`src/rtl/gps_pkg.sv`:
```
// ----------------------------------------------------------------------------
// gps_pkg
// shared constants, state encoding and controller/datapath interface types
// ----------------------------------------------------------------------------
package gps_pkg;

    localparam int MAX_POINTS = 1024;
    localparam int ADDR_W     = $clog2(MAX_POINTS);
    localparam int CNT_W      = ADDR_W + 1;
    localparam int COORD_W    = 10;
    localparam int DIFF_W     = COORD_W + 1;
    localparam int CROSS_W    = 2 * DIFF_W;
    localparam int THR_W      = 16;
    localparam int LIM_W      = THR_W + COORD_W;

    localparam logic [THR_W-1:0] THR_RESET = THR_W'(16);

    typedef enum logic [2:0] {
        S_IDLE,
        S_DECIDE,
        S_SCAN,
        S_DRAIN,
        S_TEST,
        S_EMIT_FIRST,
        S_EMIT_VTX,
        S_EMIT_LAST
    } t_state;

    typedef enum logic {
        OUT_POINT,
        OUT_VTX
    } t_out_sel;

    // controller to datapath
    typedef struct packed {
        logic     accept;
        logic     first;
        logic     drop;
        logic     store;
        logic     scan_rd;
        logic     take_vtx;
        logic     load_out;
        t_out_sel out_sel;
        logic     out_eor;
        logic     clear_run;
    } t_cmd;

    // datapath to controller
    typedef struct packed {
        logic cnt_zero;
        logic cnt_full;
        logic last;
        logic has_scan;
        logic scan_end;
        logic pipe_busy;
        logic hit;
        logic out_free;
    } t_sts;

endpackage

```
`src/rtl/gps_ctrl.sv`:
```
// ----------------------------------------------------------------------------
// gps_ctrl
// sequencer for one point: decide, scan the window, test, emit words
// ----------------------------------------------------------------------------
module gps_ctrl
    import gps_pkg::*;
(
    input  logic i_clk,
    input  logic i_rst_n,
    input  logic i_valid,
    output logic o_stall,
    input  t_sts i_sts,
    output t_cmd o_cmd
);

    t_state r_state;
    t_state n_state;

    always_ff @(posedge i_clk) begin
        if (!i_rst_n) begin
            r_state <= S_IDLE;
        end else begin
            r_state <= n_state;
        end
    end

    // held off through reset as well
    assign o_stall = (r_state != S_IDLE) || !i_rst_n;

    always_comb begin
        n_state = r_state;
        o_cmd   = '0;
        o_cmd.out_sel = OUT_POINT;
        unique case (r_state)
            S_IDLE: begin
                if (i_valid) begin
                    o_cmd.accept = 1'b1;
                    n_state      = S_DECIDE;
                end
            end
            S_DECIDE: begin
                priority if (i_sts.cnt_zero) begin
                    o_cmd.first = 1'b1;
                    n_state     = S_EMIT_FIRST;
                end else if (i_sts.cnt_full) begin
                    o_cmd.drop = 1'b1;
                    n_state    = i_sts.last ? S_EMIT_LAST : S_IDLE;
                end else begin
                    o_cmd.store = 1'b1;
                    if (i_sts.has_scan) begin
                        n_state = S_SCAN;
                    end else begin
                        n_state = i_sts.last ? S_EMIT_LAST : S_IDLE;
                    end
                end
            end
            S_SCAN: begin
                o_cmd.scan_rd = 1'b1;
                if (i_sts.scan_end) begin
                    n_state = S_DRAIN;
                end
            end
            S_DRAIN: begin
                if (!i_sts.pipe_busy) begin
                    n_state = S_TEST;
                end
            end
            S_TEST: begin
                if (i_sts.hit) begin
                    o_cmd.take_vtx = 1'b1;
                    n_state        = S_EMIT_VTX;
                end else begin
                    n_state = i_sts.last ? S_EMIT_LAST : S_IDLE;
                end
            end
            S_EMIT_FIRST: begin
                if (i_sts.out_free) begin
                    o_cmd.load_out = 1'b1;
                    o_cmd.out_sel  = OUT_POINT;
                    n_state        = i_sts.last ? S_EMIT_LAST : S_IDLE;
                end
            end
            S_EMIT_VTX: begin
                if (i_sts.out_free) begin
                    o_cmd.load_out = 1'b1;
                    o_cmd.out_sel  = OUT_VTX;
                    n_state        = i_sts.last ? S_EMIT_LAST : S_IDLE;
                end
            end
            S_EMIT_LAST: begin
                if (i_sts.out_free) begin
                    o_cmd.load_out  = 1'b1;
                    o_cmd.out_sel   = OUT_POINT;
                    o_cmd.out_eor   = 1'b1;
                    o_cmd.clear_run = 1'b1;
                    n_state         = S_IDLE;
                end
            end
            default: begin
                n_state = S_IDLE;
            end
        endcase
    end

endmodule

```
`config.mk`:
```
export PLATFORM = sky130hd
export DESIGN_NAME = gps_ctrl
export DESIGN_NICKNAME = d
export VERILOG_FILES = /design/src/rtl/gps_pkg.sv /design/src/rtl/gps_ctrl.sv
export SDC_FILE = /design/constraint.sdc
export NUM_CORES = 1
export LEC_CHECK = 0
export ABC_AREA = 1
export BUFFER_PORTS_ARGS = -buffer_cell sky130_fd_sc_hd__buf_2
export CELL_PAD_IN_SITES_DETAIL_PLACEMENT = 2
export CELL_PAD_IN_SITES_GLOBAL_PLACEMENT = 2
export CORE_UTILIZATION = 19
export CTS_CLUSTER_SIZE = 16
export DETAILED_ROUTE_END_ITERATION = 6
export GPL_ROUTABILITY_DRIVEN = 0
export GPL_TIMING_DRIVEN = 0
export PLACE_DENSITY_LB_ADDON = 0.1
export SLEW_MARGIN = 20
export SYNTH_ARGS = -nofsm -noshare
export SYNTH_HDL_FRONTEND = slang
export SYNTH_SLANG_ARGS = --single-unit
```
`constraint.sdc`:
```
create_clock -name i_clk -period 1.22 [get_ports i_clk]
set_clock_uncertainty 0.2 [all_clocks]
set_input_delay 0.061 -clock i_clk [delete_from_list [all_inputs] [get_ports i_clk]]
set_output_delay 0.061 -clock i_clk [all_outputs]
set_load 0.02 [all_outputs]
```
==> flow_metrics.env <==
export IMPL_rrSetupSlack_ps=-350
export IMPL_dp_hpwl_um=1140
export IMPL_core_rowCount=17
export IMPL_syn_area_um2=442
export IMPL_async_flop_share_pct=0
export IMPL_r2r_start="r_state[1]$_SDFFE_PN0P_"
export IMPL_grt_pass1_wl_um=3240
export IMPL_diodes=0
export IMPL_largest_register_ffs=3
export IMPL_synth_edff_count=0
export IMPL_end_kind="register"
export IMPL_ys_ff_latch=3
export IMPL_yosys_warnings=0
export IMPL_setup_violations=14
export IMPL_power_per_cell_area_mw_per_mm2=2200
export IMPL_hold_viol=0
export IMPL_route_detailed_drc=0
export IMPL_crit_type="reg2reg"
export IMPL_path_clk_slew_ps=50
export IMPL_fp_dieW_um=50.2
export IMPL_die_area_mm2=0.00252
export IMPL_drv_slew=0
export IMPL_cts_root_buf="clkbuf_4"
export IMPL_syn_area_per_cell_um2=6.40
export IMPL_routed_wl_um=2430
export IMPL_r2r_end="r_state[1]$_SDFFE_PN0P_"
export IMPL_syn_instance_count=69
export IMPL_yosys_top_cells_count="nor2_1 (12), inv_1 (8), nand3_1 (6)"
export IMPL_crit_path_start_kind="register"
export IMPL_yosysMostFrequentCell="nor2_1"
export IMPL_worstSetupStartpoint="r_state[1]$_SDFFE_PN0P_"
export IMPL_utilization_pct=43.6
export IMPL_required_ps=1150
export IMPL_routed_via_density=4.67
export IMPL_fillers=262
export IMPL_cts_tree="built"
export IMPL_max_freq_mhz=637
export IMPL_finalCriticalPeriod_ps=1570
export IMPL_drt_pass1_iter_count=6
export IMPL_path_max_fanout=5
export IMPL_start_util_pct=20.2
export IMPL_drt_iter0_drc=10
export IMPL_ioPinCount=22
export IMPL_cap_viol_max_count=0
export IMPL_setup_worst_path_end="r_state[1]$_SDFFE_PN0P_"
export IMPL_wire_per_inst_um=17.6
export IMPL_period_share_pct=129
export IMPL_run_status="complete, but fails checks"
export IMPL_dpl_cell_count=118
export IMPL_largestRegisters="r_state x3"
export IMPL_synth_cell_types=23
export IMPL_track_usage_pct=17.6
export IMPL_clk_path_buf_depth=2
export IMPL_grt_pass1_vias=678
export IMPL_synth_top_cell_by_area="dfxtp_1"
export IMPL_final_setup_worst_slack_ps=-350
export IMPL_violations="negative setup slack"
export IMPL_synth_top_area_share_pct=13.6
export IMPL_yosysSeqAreaShare_pct=13.6
export IMPL_rsz0062_at_grt="yes"
export IMPL_fin_cells=138
export IMPL_worst_pin_slew_ps=282
export IMPL_synth_nets=80
export IMPL_synth_flop_cell="dfxtp_1"
export IMPL_cp_arrival_ps=1500
export IMPL_hp_class="in2reg"
export IMPL_htreeDepth=1
export IMPL_drive_gt1_share_pct=71.8
export IMPL_num_vias=644
export IMPL_top_register="r_state"
export IMPL_pre_cts_slack_ps=-201
export IMPL_peakVddDrop_mv=0.996
export IMPL_nNetsFinal=122
export IMPL_synth_area_top_cells="dfxtp_1 (14%), nor2_1 (10%), buf_6 (7.6%)"
export IMPL_p_leak_nw=0.446
export IMPL_slew_headroom_pct=81.2
export IMPL_power_total_mw=2.10
export IMPL_die_y_um=50.2
export IMPL_clk_latency_ps=250
export IMPL_cts_sinks=3
export IMPL_core_area_mm2=0.00219
export IMPL_r2r_cells=8
export IMPL_antenna_found_initial=0
export IMPL_grt_max_degree=10
export IMPL_ant_nets=0
export IMPL_syn_to_final_growth_pct=116
export IMPL_setup_tns_ps=-3820
export IMPL_numCtsBuffers=3
export IMPL_grt_overflow=0
export IMPL_io_buffers=21
per-stage QoR:
step	hold WS [ps]	instance area (um^2)
2_1_floorplan	-4.22	494
3_3_place_gp	143	634
3_5_place_dp	141	634
4_1_cts	40.5	840
5_1_grt	82.0	955
6_report	33.1	955
cells in the final DEF, fill, tap and decap left out, drive strengths merged:
cell and count:
dlygate4sd3 1, inv 12, nor3 4, nor2 16, nand2 8, a31oi 1
nand4 1, dfxtp 3, nand3 9, o21ai 3, nor4 3, a21oi 4
nand3b 1, buf 40, clkbuf 4
what timing repair did:
item / 4_1_cts / 5_1_grt
pin swaps: 11 / 17
resized for setup: 17 / 36
setup endpoints to repair: 14 / 14
setup buffers: 16 / 2
endpoints found under the hold margin: 3 / 0
hold buffers: 1 / 0
cells by family (layout without fill, tap and decap cells):
kind of cell	Yosys count	count (layout)	share of synthesized area (%)
AO/OA/AOI/OAI	8	8	9.35
buffers and inverters	16	57	21.2
flip-flops	3	3	13.6
AND/OR/NAND/NOR	42	42	55.8
metal layers:
layer | wire [um] | vias to the layer above | GRT usage [%]
li1 | - | 309 | -
met1 | 1030 | 311 | 21.1
met2 | 1330 | 22 | 31.3
met3 | 56 | 2 | 2.73
met4 | 10 | 0 | 5.71
met5 | 0 | - | 0
report_power, final:
group	leakage [nW]	switching, mW	internal (mW)
sequential	0.0267	0.0962	0.156
combinational	0.405	0.912	0.734
clock	0.0150	0.0787	0.124
total	0.446	1.09	1.01
area by class of cell:
cell class	instances	area [um^2]	share of cell area [%]
timing repair buffer	40	327	34.2
sequential	3	71.3	7.47
buffer	1	7.51	0.786
multi-input combinational	50	425	44.6
clock buffer	4	26.3	2.75
inverter	12	62.6	6.55
tap	28	35.0	3.67
worst min-delay path by stage:
| stage | start | endpoint | slack [ps] | cells after the start |
|---|---|---|---|---|
| floorplan | i_rst_n | r_state[1]$_SDFFE_PN0P_ | -4 | 2 |
| global placement | i_rst_n | r_state[1]$_SDFFE_PN0P_ | 140 | 3 |
| detailed placement | i_rst_n | r_state[1]$_SDFFE_PN0P_ | 140 | 3 |
| CTS | i_sts[7] | r_state[2]$_SDFFE_PN0P_ | 40 | 5 |
| global route | i_sts[7] | r_state[0]$_SDFFE_PN0P_ | 80 | 5 |
| finish | i_sts[7] | r_state[0]$_SDFFE_PN0P_ | 30 | 5 |
worst max-delay path, cell delays in order, from the launching register on:
cell and delay, ps:
dfxtp_4 410, inv_8 50, buf_4 140, nand2_4 100, nand3_2 80, nand2_2 110, nor2_4 70, a21oi_1 220
nor2_2 70
No activity file was read; power rests on OpenSTA's default activity.
